$ cat src/rtl/lfpd_pkg.sv
// Shared types and constants of the lidar frame point decoder.
`timescale 1ns / 1ps
package lfpd_pkg;

  // Configuration register indexes.
  localparam int CFG_IDX_W  = 8;
  localparam int CFG_DATA_W = 8;
  localparam logic [CFG_IDX_W-1:0] CFG_FIRST_HDR  = 8'd0;
  localparam logic [CFG_IDX_W-1:0] CFG_SECOND_HDR = 8'd1;

  localparam logic [3:0] FIRST_HDR_RESET  = 4'd10;
  localparam logic [3:0] SECOND_HDR_RESET = 4'd5;

  // Angles are in 1/64 degree.
  // The step turns negative when the previous start lies beyond a full turn,
  // so it is carried in two's complement.
  localparam int ANGLE_W = 15;
  localparam int DIFF_W  = 17;
  localparam logic [DIFF_W-1:0] FULL_TURN_Q6 = 17'd23040;

  // Frame store: one bank bit on top of the byte position.
  localparam int POS_W        = 8;
  localparam int STORE_ADDR_W = POS_W + 1;

  localparam int JOB_FIFO_DEPTH = 2;
  localparam int OUT_FIFO_DEPTH = 8;
  localparam int OUT_CNT_W      = $clog2(OUT_FIFO_DEPTH + 1);

  typedef struct packed {
    logic               bank;
    logic [ANGLE_W-1:0] start;
    logic [DIFF_W-1:0]  diff;
  } job_t;

  typedef struct packed {
    logic valid;
    logic bank;
  } bank_release_t;

  typedef struct packed {
    logic [15:0] angle_centideg;
    logic [15:0] distance_raw;
    logic [4:0]  point_number;
    logic        last_point;
  } point_t;

endpackage

$ cat src/rtl/lfpd_fifo.sv
// Small register-based first-in first-out queue.
`timescale 1ns / 1ps
module lfpd_fifo #(
  parameter int WIDTH = 8,
  parameter int DEPTH = 2
) (
  input  logic                       clk,
  input  logic                       rst_n,
  input  logic                       push,
  input  logic [WIDTH-1:0]           wr_data,
  input  logic                       pop,
  output logic [WIDTH-1:0]           rd_data,
  output logic                       full,
  output logic                       empty,
  output logic [$clog2(DEPTH+1)-1:0] count
);
  localparam int PTR_W = (DEPTH > 1) ? $clog2(DEPTH) : 1;
  localparam int CNT_W = $clog2(DEPTH + 1);

  logic [WIDTH-1:0] slot_r [DEPTH];
  logic [PTR_W-1:0] wr_ptr_r, wr_ptr_nxt;
  logic [PTR_W-1:0] rd_ptr_r, rd_ptr_nxt;
  logic [CNT_W-1:0] count_r, count_nxt;
  logic             do_push, do_pop;

  assign full    = (count_r == CNT_W'(DEPTH));
  assign empty   = (count_r == '0);
  assign count   = count_r;
  assign rd_data = slot_r[rd_ptr_r];
  assign do_push = push && !full;
  assign do_pop  = pop && !empty;

  always_comb begin
    wr_ptr_nxt = wr_ptr_r;
    rd_ptr_nxt = rd_ptr_r;
    count_nxt  = count_r;
    if (do_push) begin
      wr_ptr_nxt = (wr_ptr_r == PTR_W'(DEPTH - 1)) ? '0 : wr_ptr_r + 1'b1;
    end
    if (do_pop) begin
      rd_ptr_nxt = (rd_ptr_r == PTR_W'(DEPTH - 1)) ? '0 : rd_ptr_r + 1'b1;
    end
    if (do_push && !do_pop) begin
      count_nxt = count_r + 1'b1;
    end else if (do_pop && !do_push) begin
      count_nxt = count_r - 1'b1;
    end
  end

  always_ff @(posedge clk) begin
    if (!rst_n) begin
      wr_ptr_r <= '0;
      rd_ptr_r <= '0;
      count_r  <= '0;
    end else begin
      wr_ptr_r <= wr_ptr_nxt;
      rd_ptr_r <= rd_ptr_nxt;
      count_r  <= count_nxt;
    end
  end

  always_ff @(posedge clk) begin
    if (do_push) begin
      slot_r[wr_ptr_r] <= wr_data;
    end
  end

endmodule

$ cat src/rtl/lfpd_frame_store.sv
// Two-bank frame byte memory with one write port and two registered read ports.
`timescale 1ns / 1ps
module lfpd_frame_store (
  input  logic                                clk,
  input  logic                                wr_en,
  input  logic [lfpd_pkg::STORE_ADDR_W-1:0]   wr_addr,
  input  logic [7:0]                          wr_data,
  input  logic [lfpd_pkg::STORE_ADDR_W-1:0]   rd_addr_a,
  input  logic [lfpd_pkg::STORE_ADDR_W-1:0]   rd_addr_b,
  output logic [7:0]                          rd_data_a,
  output logic [7:0]                          rd_data_b
);
  import lfpd_pkg::*;

  logic [7:0] mem [2**STORE_ADDR_W];

  always_ff @(posedge clk) begin
    if (wr_en) begin
      mem[wr_addr] <= wr_data;
    end
    rd_data_a <= mem[rd_addr_a];
    rd_data_b <= mem[rd_addr_b];
  end

endmodule

$ cat src/rtl/lfpd_front.sv
// Front end: header hunt, frame buffering, checksum and start angle step.
`timescale 1ns / 1ps
module lfpd_front #(
  parameter int FRAME_BYTES = 84
) (
  input  logic                                clk,
  input  logic                                rst_n,
  input  logic                                in_push,
  input  logic [7:0]                          in_rx_byte,
  output logic                                in_full,
  input  logic                                cfg_valid,
  input  logic [lfpd_pkg::CFG_IDX_W-1:0]      cfg_index,
  input  logic [lfpd_pkg::CFG_DATA_W-1:0]     cfg_data,
  output logic                                st_wr_en,
  output logic [lfpd_pkg::STORE_ADDR_W-1:0]   st_wr_addr,
  output logic [7:0]                          st_wr_data,
  output logic                                job_push,
  output lfpd_pkg::job_t                      job,
  input  lfpd_pkg::bank_release_t             release_bank
);
  import lfpd_pkg::*;

  localparam logic [POS_W-1:0] LAST_POS = POS_W'(FRAME_BYTES - 1);

  logic [3:0]         hdr0_r, hdr1_r;
  logic [POS_W-1:0]   pos_r, pos_nxt;
  logic [7:0]         xor_r, xor_nxt;
  logic [3:0]         b0_nib_r, b0_nib_nxt;
  logic [3:0]         b1_nib_r, b1_nib_nxt;
  logic [ANGLE_W-1:0] start_r, start_nxt;
  logic [ANGLE_W-1:0] prev_r, prev_nxt;
  logic               bank_r, bank_nxt;
  logic [1:0]         busy_r, busy_nxt;
  logic               accept;
  logic [DIFF_W-1:0]  diff;

  // A bank stays locked until the back end has read every point of it.
  assign in_full = busy_r[bank_r];
  assign accept  = in_push && !in_full;

  assign st_wr_en   = accept && (pos_r > POS_W'(1));
  assign st_wr_addr = {bank_r, pos_r};
  assign st_wr_data = in_rx_byte;

  // Equal start angles count as a full turn.
  always_comb begin
    if (start_r > prev_r) begin
      diff = DIFF_W'(start_r) - DIFF_W'(prev_r);
    end else begin
      diff = DIFF_W'(start_r) + FULL_TURN_Q6 - DIFF_W'(prev_r);
    end
  end

  assign job.bank  = bank_r;
  assign job.start = start_r;
  assign job.diff  = diff;

  always_comb begin
    pos_nxt    = pos_r;
    xor_nxt    = xor_r;
    b0_nib_nxt = b0_nib_r;
    b1_nib_nxt = b1_nib_r;
    start_nxt  = start_r;
    prev_nxt   = prev_r;
    bank_nxt   = bank_r;
    busy_nxt   = busy_r;
    job_push   = 1'b0;
    if (release_bank.valid) begin
      busy_nxt[release_bank.bank] = 1'b0;
    end
    if (accept) begin
      if (pos_r == POS_W'(0)) begin
        if (in_rx_byte[7:4] == hdr0_r) begin
          b0_nib_nxt = in_rx_byte[3:0];
          pos_nxt    = POS_W'(1);
        end
      end else if (pos_r == POS_W'(1)) begin
        if (in_rx_byte[7:4] == hdr1_r) begin
          b1_nib_nxt = in_rx_byte[3:0];
          pos_nxt    = POS_W'(2);
        end else begin
          pos_nxt = '0;
        end
      end else if (pos_r == POS_W'(2)) begin
        xor_nxt        = in_rx_byte;
        start_nxt[7:0] = in_rx_byte;
        pos_nxt        = POS_W'(3);
      end else begin
        xor_nxt = xor_r ^ in_rx_byte;
        if (pos_r == POS_W'(3)) begin
          start_nxt[ANGLE_W-1:8] = in_rx_byte[6:0];
        end
        if (pos_r < LAST_POS) begin
          pos_nxt = pos_r + 1'b1;
        end else begin
          pos_nxt = '0;
          // The expected checksum is the two header low nibbles side by side.
          if (xor_nxt == {b1_nib_r, b0_nib_r}) begin
            job_push         = 1'b1;
            prev_nxt         = start_r;
            bank_nxt         = !bank_r;
            busy_nxt[bank_r] = 1'b1;
          end
        end
      end
    end
  end

  always_ff @(posedge clk) begin
    if (!rst_n) begin
      hdr0_r  <= FIRST_HDR_RESET;
      hdr1_r  <= SECOND_HDR_RESET;
      pos_r   <= '0;
      xor_r   <= '0;
      prev_r  <= '0;
      bank_r  <= 1'b0;
      busy_r  <= '0;
    end else begin
      if (cfg_valid && (cfg_index == CFG_FIRST_HDR)) begin
        hdr0_r <= cfg_data[3:0];
      end
      if (cfg_valid && (cfg_index == CFG_SECOND_HDR)) begin
        hdr1_r <= cfg_data[3:0];
      end
      pos_r  <= pos_nxt;
      xor_r  <= xor_nxt;
      prev_r <= prev_nxt;
      bank_r <= bank_nxt;
      busy_r <= busy_nxt;
    end
  end

  always_ff @(posedge clk) begin
    b0_nib_r <= b0_nib_nxt;
    b1_nib_r <= b1_nib_nxt;
    start_r  <= start_nxt;
  end

endmodule

$ cat src/rtl/lfpd_back.sv
// Back end: steps through the points of a checked frame and computes each angle.
`timescale 1ns / 1ps
module lfpd_back #(
  parameter int FRAME_BYTES      = 84,
  parameter int POINTS_PER_FRAME = 20
) (
  input  logic                                clk,
  input  logic                                rst_n,
  input  logic                                job_empty,
  input  lfpd_pkg::job_t                      job,
  output logic                                job_pop,
  output logic [lfpd_pkg::STORE_ADDR_W-1:0]   rd_addr_lo,
  output logic [lfpd_pkg::STORE_ADDR_W-1:0]   rd_addr_hi,
  input  logic [7:0]                          rd_data_lo,
  input  logic [7:0]                          rd_data_hi,
  output lfpd_pkg::bank_release_t             release_bank,
  input  logic [lfpd_pkg::OUT_CNT_W-1:0]      out_count,
  output logic                                pt_push,
  output lfpd_pkg::point_t                    pt
);
  import lfpd_pkg::*;

  localparam int N     = POINTS_PER_FRAME;
  localparam int IDX_W = (N > 1) ? $clog2(N) : 1;
  // Largest value of start * N + diff * i. A negative step never takes it
  // below minus this value, so one sign bit on top covers both directions.
  localparam int T_MAX = 32767 * N + 32767 * (N - 1);
  localparam int T_W   = $clog2(T_MAX + 1);
  localparam int Y_W   = T_W + 1;
  localparam int LIMIT = 23040 * N;
  // Reciprocal of N scaled by 2**Y_W; the estimate is low by at most one.
  localparam logic [Y_W:0] RECIP = (Y_W + 1)'((64'd1 << Y_W) / N);

  logic               active_r, active_nxt;
  logic               bank_r, bank_nxt;
  logic [DIFF_W-1:0]  diff_r, diff_nxt;
  logic [T_W:0]       t_r, t_nxt;
  logic [T_W-1:0]     t_mag;
  logic [IDX_W-1:0]   idx_r, idx_nxt;
  logic               issue, last_issue;
  logic [8:0]         lo_off, hi_off;
  logic [OUT_CNT_W:0] occupancy;

  // Stage 1: wrapped angle, store read data arrives.
  logic               v1_r;
  logic [T_W-1:0]     tw1_r;
  logic [IDX_W-1:0]   idx1_r;
  logic               last1_r, zlo1_r, zhi1_r, neg1_r;
  // Stage 2: angle scaled to hundredths times N.
  logic               v2_r;
  logic [Y_W-1:0]     y2_r;
  logic [15:0]        dist2_r;
  logic [IDX_W-1:0]   idx2_r;
  logic               last2_r, neg2_r;
  // Stage 3: reciprocal product.
  logic               v3_r;
  logic [2*Y_W:0]     prod3_r;
  logic [Y_W-1:0]     y3_r;
  logic [15:0]        dist3_r;
  logic [IDX_W-1:0]   idx3_r;
  logic               last3_r, neg3_r;

  logic [T_W+4:0]     tw25;
  logic [Y_W-1:0]     qe, qn, rem, q;

  assign occupancy = (OUT_CNT_W + 1)'(out_count) + (OUT_CNT_W + 1)'(v1_r)
                   + (OUT_CNT_W + 1)'(v2_r) + (OUT_CNT_W + 1)'(v3_r);
  assign issue      = active_r && (occupancy < (OUT_CNT_W + 1)'(OUT_FIFO_DEPTH));
  assign last_issue = issue && (idx_r == IDX_W'(N - 1));
  assign job_pop    = !active_r && !job_empty;

  assign release_bank.valid = last_issue;
  assign release_bank.bank  = bank_r;

  assign lo_off     = 9'({idx_r, 2'b00}) + 9'd4;
  assign hi_off     = lo_off + 9'd1;
  assign rd_addr_lo = {bank_r, lo_off[7:0]};
  assign rd_addr_hi = {bank_r, hi_off[7:0]};

  always_comb begin
    active_nxt = active_r;
    bank_nxt   = bank_r;
    diff_nxt   = diff_r;
    t_nxt      = t_r;
    idx_nxt    = idx_r;
    if (job_pop) begin
      active_nxt = 1'b1;
      bank_nxt   = job.bank;
      diff_nxt   = job.diff;
      t_nxt      = (T_W + 1)'(job.start * N);
      idx_nxt    = '0;
    end else if (issue) begin
      t_nxt   = t_r + (T_W + 1)'($signed(diff_r));
      idx_nxt = idx_r + 1'b1;
      if (last_issue) begin
        active_nxt = 1'b0;
      end
    end
  end

  assign t_mag = t_r[T_W-1:0];

  assign tw25 = (T_W + 5)'({tw1_r, 4'b0000}) + (T_W + 5)'({tw1_r, 3'b000})
              + (T_W + 5)'(tw1_r);

  // Fix up the reciprocal estimate with one compare, then saturate.
  always_comb begin
    qe  = prod3_r[2*Y_W-1:Y_W];
    qn  = Y_W'(qe * N);
    rem = y3_r - qn;
    q   = (rem >= Y_W'(N)) ? qe + 1'b1 : qe;
  end

  // A point whose angle went below zero wraps to a huge value and saturates.
  assign pt_push              = v3_r;
  assign pt.angle_centideg    = (neg3_r || (q > Y_W'(16'hFFFF))) ? 16'hFFFF : q[15:0];
  assign pt.distance_raw      = dist3_r;
  assign pt.point_number      = 5'(idx3_r);
  assign pt.last_point        = last3_r;

  always_ff @(posedge clk) begin
    if (!rst_n) begin
      active_r <= 1'b0;
      v1_r     <= 1'b0;
      v2_r     <= 1'b0;
      v3_r     <= 1'b0;
    end else begin
      active_r <= active_nxt;
      v1_r     <= issue;
      v2_r     <= v1_r;
      v3_r     <= v2_r;
    end
  end

  always_ff @(posedge clk) begin
    bank_r  <= bank_nxt;
    diff_r  <= diff_nxt;
    t_r     <= t_nxt;
    idx_r   <= idx_nxt;

    tw1_r   <= (t_mag > T_W'(LIMIT)) ? t_mag - T_W'(LIMIT) : t_mag;
    neg1_r  <= t_r[T_W];
    idx1_r  <= idx_r;
    last1_r <= (idx_r == IDX_W'(N - 1));
    // Bytes past the frame end read as zero.
    zlo1_r  <= (lo_off >= 9'(FRAME_BYTES));
    zhi1_r  <= (hi_off >= 9'(FRAME_BYTES));

    y2_r    <= tw25[T_W+4:4];
    dist2_r <= {(zhi1_r ? 8'h00 : rd_data_hi), (zlo1_r ? 8'h00 : rd_data_lo)};
    idx2_r  <= idx1_r;
    last2_r <= last1_r;
    neg2_r  <= neg1_r;

    prod3_r <= (2 * Y_W + 1)'(y2_r * RECIP);
    y3_r    <= y2_r;
    dist3_r <= dist2_r;
    idx3_r  <= idx2_r;
    last3_r <= last2_r;
    neg3_r  <= neg2_r;
  end

endmodule

$ cat src/rtl/lidar_frame_point_decoder_core.sv
// Top level of the lidar frame point decoder.
// Every input byte is taken while a frame bank is free.
// A good frame's first point passes the job queue, the angle stages and the result
// queue; further points follow one per cycle while the result queue has room.
// The front stalls only while both frame banks still hold unread points.
// Synchronous active-low reset clears all control state and restores the
// header nibbles to 10 and 5; the frame store itself is not cleared.
`timescale 1ns / 1ps
module lidar_frame_point_decoder_core #(
  parameter int FRAME_BYTES      = 84,
  parameter int POINTS_PER_FRAME = 20
) (
  input  logic                              clk,
  input  logic                              rst_n,
  input  logic                              in_push,
  input  logic [7:0]                        in_rx_byte,
  output logic                              in_full,
  output logic                              out_empty,
  input  logic                              out_pop,
  output logic [15:0]                       out_angle_centideg,
  output logic [15:0]                       out_distance_raw,
  output logic [4:0]                        out_point_number,
  output logic                              out_last_point,
  input  logic                              cfg_valid,
  output logic                              cfg_ready,
  input  logic [lfpd_pkg::CFG_IDX_W-1:0]    cfg_index,
  input  logic [lfpd_pkg::CFG_DATA_W-1:0]   cfg_data
);
  import lfpd_pkg::*;

  logic                    st_wr_en;
  logic [STORE_ADDR_W-1:0] st_wr_addr;
  logic [7:0]              st_wr_data;
  logic [STORE_ADDR_W-1:0] rd_addr_lo, rd_addr_hi;
  logic [7:0]              rd_data_lo, rd_data_hi;
  logic                    job_push, job_pop, job_full, job_empty;
  logic [$clog2(JOB_FIFO_DEPTH+1)-1:0] job_count;
  job_t                    job_in, job_out;
  bank_release_t           release_bank;
  logic                    pt_push, out_full;
  point_t                  pt_in, pt_out;
  logic [OUT_CNT_W-1:0]    out_count;

  assign cfg_ready = 1'b1;

  lfpd_front #(
    .FRAME_BYTES (FRAME_BYTES)
  ) u_front (
    .clk          (clk),
    .rst_n        (rst_n),
    .in_push      (in_push),
    .in_rx_byte   (in_rx_byte),
    .in_full      (in_full),
    .cfg_valid    (cfg_valid),
    .cfg_index    (cfg_index),
    .cfg_data     (cfg_data),
    .st_wr_en     (st_wr_en),
    .st_wr_addr   (st_wr_addr),
    .st_wr_data   (st_wr_data),
    .job_push     (job_push),
    .job          (job_in),
    .release_bank (release_bank)
  );

  lfpd_frame_store u_store (
    .clk       (clk),
    .wr_en     (st_wr_en),
    .wr_addr   (st_wr_addr),
    .wr_data   (st_wr_data),
    .rd_addr_a (rd_addr_lo),
    .rd_addr_b (rd_addr_hi),
    .rd_data_a (rd_data_lo),
    .rd_data_b (rd_data_hi)
  );

  lfpd_fifo #(
    .WIDTH ($bits(job_t)),
    .DEPTH (JOB_FIFO_DEPTH)
  ) u_job_fifo (
    .clk     (clk),
    .rst_n   (rst_n),
    .push    (job_push),
    .wr_data (job_in),
    .pop     (job_pop),
    .rd_data (job_out),
    .full    (job_full),
    .empty   (job_empty),
    .count   (job_count)
  );

  lfpd_back #(
    .FRAME_BYTES      (FRAME_BYTES),
    .POINTS_PER_FRAME (POINTS_PER_FRAME)
  ) u_back (
    .clk          (clk),
    .rst_n        (rst_n),
    .job_empty    (job_empty),
    .job          (job_out),
    .job_pop      (job_pop),
    .rd_addr_lo   (rd_addr_lo),
    .rd_addr_hi   (rd_addr_hi),
    .rd_data_lo   (rd_data_lo),
    .rd_data_hi   (rd_data_hi),
    .release_bank (release_bank),
    .out_count    (out_count),
    .pt_push      (pt_push),
    .pt           (pt_in)
  );

  lfpd_fifo #(
    .WIDTH ($bits(point_t)),
    .DEPTH (OUT_FIFO_DEPTH)
  ) u_out_fifo (
    .clk     (clk),
    .rst_n   (rst_n),
    .push    (pt_push),
    .wr_data (pt_in),
    .pop     (out_pop),
    .rd_data (pt_out),
    .full    (out_full),
    .empty   (out_empty),
    .count   (out_count)
  );

  assign out_angle_centideg = pt_out.angle_centideg;
  assign out_distance_raw   = pt_out.distance_raw;
  assign out_point_number   = pt_out.point_number;
  assign out_last_point     = pt_out.last_point;

  // The credit check in the back end must keep the result queue from overflowing.
  a_out_no_overflow: assert property (@(posedge clk) disable iff (!rst_n)
    pt_push |-> !out_full)
    else $error("point pushed into a full result queue");

  // Two banks bound the number of queued frames.
  a_job_no_overflow: assert property (@(posedge clk) disable iff (!rst_n)
    job_push |-> !job_full)
    else $error("frame job pushed into a full job queue");

  // The back end only takes a frame job that is really queued.
  a_job_pop_queued: assert property (@(posedge clk) disable iff (!rst_n)
    job_pop |-> (job_count != '0))
    else $error("frame job taken from an empty job queue");

  // The final point of a frame always carries the last point number.
  a_last_number: assert property (@(posedge clk) disable iff (!rst_n)
    (!out_empty && out_last_point) |-> (out_point_number == 5'(POINTS_PER_FRAME - 1)))
    else $error("last point flag on a wrong point number");

  // A released bank must not be the one the front end is just locking.
  a_release_push: assert property (@(posedge clk) disable iff (!rst_n)
    (job_push && release_bank.valid) |-> (release_bank.bank != job_in.bank))
    else $error("bank released and locked in the same cycle");

endmodule
$ cat config.mk
export PLATFORM = sky130hd
export DESIGN_NAME = lidar_frame_point_decoder_core
export DESIGN_NICKNAME = d
export VERILOG_FILES = /design/src/rtl/lfpd_pkg.sv /design/src/rtl/lfpd_fifo.sv /design/src/rtl/lfpd_frame_store.sv /design/src/rtl/lfpd_front.sv /design/src/rtl/lfpd_back.sv /design/src/rtl/lidar_frame_point_decoder_core.sv
export SDC_FILE = /design/constraint.sdc
export NUM_CORES = 2
export LEC_CHECK = 0
export BUFFER_PORTS_ARGS = -buffer_cell sky130_fd_sc_hd__clkbuf_2
export CORE_AREA = 5 5 464 466
export CTS_CLUSTER_DIAMETER = 200
export CTS_CLUSTER_SIZE = 25
export DETAILED_ROUTE_END_ITERATION = 7
export DIE_AREA = 0 0 469 471
export PLACE_DENSITY = 0.79
export SLEW_MARGIN = 20
export SYNTH_ARGS = -nofsm -noshare
export SYNTH_HDL_FRONTEND = slang
export SYNTH_MEMORY_MAX_BITS = 65536
export SYNTH_SLANG_ARGS = --single-unit
$ cat constraint.sdc
create_clock -name clk -period 6.14 [get_ports clk]
set_input_delay 0.921 -clock clk [delete_from_list [all_inputs] [get_ports clk]]
set_output_delay 0.921 -clock clk [all_outputs]
set_load 0.03 [all_outputs]
==> run summary <==
==================================================================================
Most common cell after layout, fill and taps aside                    sky130_fd_sc_hd__edfxtp_1
Number of failing setup endpoints in the final timing report                     0
Worst Hold End                                                        u_back.dist3_r[1]$_DFF_P_
Core ar.                                                              0.2108 sq mm
Slew Limit Headroom                                                         20.92%
Number of cells on the worst reg-to-reg path                                    21
Fraction of the cycle the final worst path needs                            96.80%
CTS sink count                                                                2702
Total negative setup slack                                                    0 ns
Number of antenna violations at the first check in global routing                8
RePlAce Congestion                                                          0.8764
Top FF cell, synth                                                    sky130_fd_sc_hd__edfxtp_1
Tot GR Track Use                                                            22.99%
Register clock-pin slew on the reported worst setup and hold paths         0.12 ns
Synth Register Bits                                                           2702
Final worst-path setup slack                                             0.1967 ns
Buffers & Inverters on Critical Path                                             3
Highest-count cells in the layout ignoring fill and taps              2477 x sky130_fd_sc_hd__edfxtp_1, 663 x sky130_fd_sc_hd__nand2_1, 588 x sky130_fd_sc_hd__mux4_2
FFs w/ async S/R, synth                                                         0%
Final Net Count                                                               7336
Wire length per cell after detailed routing                           26.26 microns
Type of the tightest min-delay check                                    reg -> reg
TritonCTS clock tree                                                          done
Minimum clock period after layout                                         5.943 ns
Critical path capture point type                                         flip-flop
Kind of start point of the critical path                                 flip-flop
Number of placed instances with taps included                                 9514
Average instance area after synthesis                                  16.97 sq um
Utilization of the core after routing                                       58.32%
Clock latency reported for the late side of the worst-skew pair            0.82 ns
Inserted Clock Buffers                                                         118
Worst hold path startpoint                                            u_back.dist2_r[1]$_SDFF_PP0_
RSZ-0062 raised after global routing                                            no
Number of flops mapped to enable cells by yosys                               2477
Worst slack at placement                                                0.09558 ns
Worst-margin pin slew                                                     1.175 ns
Critical register-to-register path startpoint                         u_back.y2_r[6]$_DFF_P_
Largest net degree at the start of global routing                              166
Max Clock Freq                                                           168.3 MHz
Number of buffers between clock root and the deepest sink                        3
Required time of the critical path                                         6.85 ns
Die height                                                             471 microns
Residual DRC                                                                     0
Reg2reg end                                                           u_back.prod3_r[39]$_DFF_P_
Grt ovf                                                                          0
Number of instances in the synthesized netlist                                6792
Number of cells on the worst hold path                                           0
Die X                                                                  469 microns
Arrival time of the worst setup path                                       6.66 ns
Critical path peak fanout                                                        5
Max H-tree Level                                                                 3
Count of distinct cell types in the synthesized netlist                         78
First-pass DRT Iterations                                                        6
Family with the most delay on the worst path                           adder cells
CP max stage cell                                                     sky130_fd_sc_hd__fa_1
Dominant cells by area after synthesis                                sky130_fd_sc_hd__edfxtp_1 65%, sky130_fd_sc_hd__mux4_2 11%, sky130_fd_sc_hd__dfxtp_1 3.9%
Sequential area share after synthesis                                       68.43%
Initial detailed-routing violation count                                      7765
Crit path largest cell delay                                               0.54 ns
Port buffer count                                                               64
Top-Level Pins                                                                  70
Die outline area                                                      0.2209 sq mm
Share of final-layout standard cells stronger than drive strength 1         15.39%
Initial core utilization                                                    54.68%
Cell occurring most often along the worst timing path                 sky130_fd_sc_hd__fa_1
Share of Yosys cell area claimed by the top area cell type                  64.52%
Max Transition Viols Final                                                       0
WL final                                                              254900 microns
Run status                                                               completed
R2r setup slk                                                              0.20 ns
Estimated wirelength of the detail-placed design                      158600 microns
Number of hold violations in the final report                                    0
Cell at the root of the clock tree                                    sky130_fd_sc_hd__clkbuf_16
Area growth from synthesis to layout                                        6.649%
Number of cells in the finished layout apart from fillers                     9710
Vias post-DR                                                                 60750
CP cell instances                                                     ha_1 -> buf_4 -> fa_1 -> inv_1 -> fa_1 -> fa_1 -> fa_1 -> inv_1 -> fa_1 -> ha_1 -> a21o_1 -> a21o_1 -> a21o_1 -> a21o_1 -> a21oi_1 -> o31ai_4 -> and2_1 -> a221o_1 -> a21oi_2 -> o21bai_1 -> xnor2_1
Vias in the first global route                                               61576
Setup clock skew after layout                                           0.03336 ns
Global-route wire length before repair                                385200 microns
Placement row count                                                            169
Antenna Nets Post-Route                                                          0
Max cap viols                                                                    0
Cell Area, Synth                                                      0.1153 sq mm
Warning count from the yosys run                                                 0
Path type of the worst setup path                                       reg -> reg
Library cell occupying the most area in the post-synthesis netlist    sky130_fd_sc_hd__edfxtp_1
Per-cell via count in the routed design                                      6.256
==================================================================================
[worst reg2reg max path, stage by stage (launching register included)]
cell	delay, ns
sky130_fd_sc_hd__dfxtp_1	0.47
sky130_fd_sc_hd__ha_1	0.30
sky130_fd_sc_hd__buf_4	0.17
sky130_fd_sc_hd__fa_1	0.50
sky130_fd_sc_hd__inv_1	0.05
sky130_fd_sc_hd__fa_1	0.54
sky130_fd_sc_hd__fa_1	0.45
sky130_fd_sc_hd__fa_1	0.50
sky130_fd_sc_hd__inv_1	0.05
sky130_fd_sc_hd__fa_1	0.37
sky130_fd_sc_hd__ha_1	0.37
sky130_fd_sc_hd__a21o_1	0.20
sky130_fd_sc_hd__a21o_1	0.17
sky130_fd_sc_hd__a21o_1	0.19
sky130_fd_sc_hd__a21o_1	0.17
sky130_fd_sc_hd__a21oi_1	0.23
sky130_fd_sc_hd__o31ai_4	0.14
sky130_fd_sc_hd__and2_1	0.21
sky130_fd_sc_hd__a221o_1	0.37
sky130_fd_sc_hd__a21oi_2	0.19
sky130_fd_sc_hd__o21bai_1	0.09
sky130_fd_sc_hd__xnor2_1	0.12
[worst max path at each step]
stage                          startpoint                            endpoint  slack (ns)  cells past startpoint
4_1_cts        u_back.prod3_r[24]$_DFF_P_  u_out_fifo.slot_r[0][24]$_DFFE_PP_       0.006                     25
2_1_floorplan     u_back.y2_r[12]$_DFF_P_          u_back.prod3_r[39]$_DFF_P_        0.52                     22
3_5_place_dp   u_back.prod3_r[24]$_DFF_P_  u_out_fifo.slot_r[1][24]$_DFFE_PP_         0.1                     25
5_1_grt        u_back.prod3_r[24]$_DFF_P_  u_out_fifo.slot_r[5][32]$_DFFE_PP_       0.002                     26
3_3_place_gp   u_back.prod3_r[24]$_DFF_P_  u_out_fifo.slot_r[4][24]$_DFFE_PP_        0.11                     25
6_report           u_back.y2_r[6]$_DFF_P_          u_back.prod3_r[39]$_DFF_P_        0.20                     21
[what timing repair did]
| item | 4_1_cts | 5_1_grt |
|---|---|---|
| buffers inserted | 0 | 3 |
| endpoints found under the hold margin | 0 | 0 |
| endpoints found under the setup margin | 0 | 135 |
| resized for setup | 0 | 25 |
| hold buffers | 0 | 0 |
[synth_stat cells, drive strengths merged (79+ instances only)]
| cell | n |
|---|---|
| edfxtp | 2477 |
| mux4 | 588 |
| clkbuf | 203 |
| xnor2 | 104 |
| and3 | 137 |
| inv | 357 |
| a21oi | 119 |
| ha | 324 |
| buf | 107 |
| o21ai | 86 |
| a311oi | 114 |
| nand3 | 94 |
| nor2 | 388 |
| fa | 167 |
| dfxtp | 225 |
| nor3 | 79 |
| nand2 | 666 |
[logic make-up (layout without fill, tap and decap cells)]
logic type	Yosys count	in the layout	synth area share (%)
AOI/OAI and AO/OA	553	553	3.342
xor gates and xnor gates	160	160	1.216
adders and majority gates	491	491	6.416
buffers and inverters	668	744	2.206
DFF	2702	2702	68.43
muxes	689	689	12.48
other	2	23	0.006514
and+or+nand+nor	1527	1527	5.910
[cell type report]
cell class,instances,area [sq um]
clock inverter,7,123.9
sequential,2702,78910
timing repair buffer,199,1638
clock buffer,180,3207
tap,2821,3530
multi-input combinational,3437,34190
fill,15124,87870
antenna,6,15.01
inverter,358,1344
[state kept, by name, summed over array words and instances, names as in the netlist, 15 cells and up, named ones only]
name / cells
u_store.mem: 2048
u_back.dist2_r: 16
u_back.dist3_r: 16
u_back.y3_r: 20
u_back.t_r: 22
u_front.start_r: 15
u_back.diff_r: 17
u_job_fifo.slot_r: 66
u_back.prod3_r: 18
u_front.prev_r: 15
u_back.y2_r: 22
u_back.tw1_r: 21
u_out_fifo.slot_r: 304
[layer usage]
metal | part of all wire, % | routed length [microns] | track usage (%) | vias up
li1 | - | - | - | 26062
met2 | 49 | 125100 | 37.27 | 3101
met1 | 39 | 99130 | 32.65 | 31186
met3 | 9.2 | 23530 | 4.262 | 401
met4 | 2.8 | 7228 | 5.987 | 0
met5 | 0 | 0 | 0 | -
[stage by stage]
stage | hold WS (ns) | instance area [sq um]
5_1_grt | 0.3351 | 122900
4_1_cts | 0.2868 | 122800
2_1_floorplan | 0.3096 | 115300
3_5_place_dp | 0.3121 | 119500
3_3_place_gp | 0.3110 | 119400
6_report | 0.3346 | 123000
Power is not shown: default switching activity piles up to over one toggle a cycle in this logic, so the estimate is an artifact.
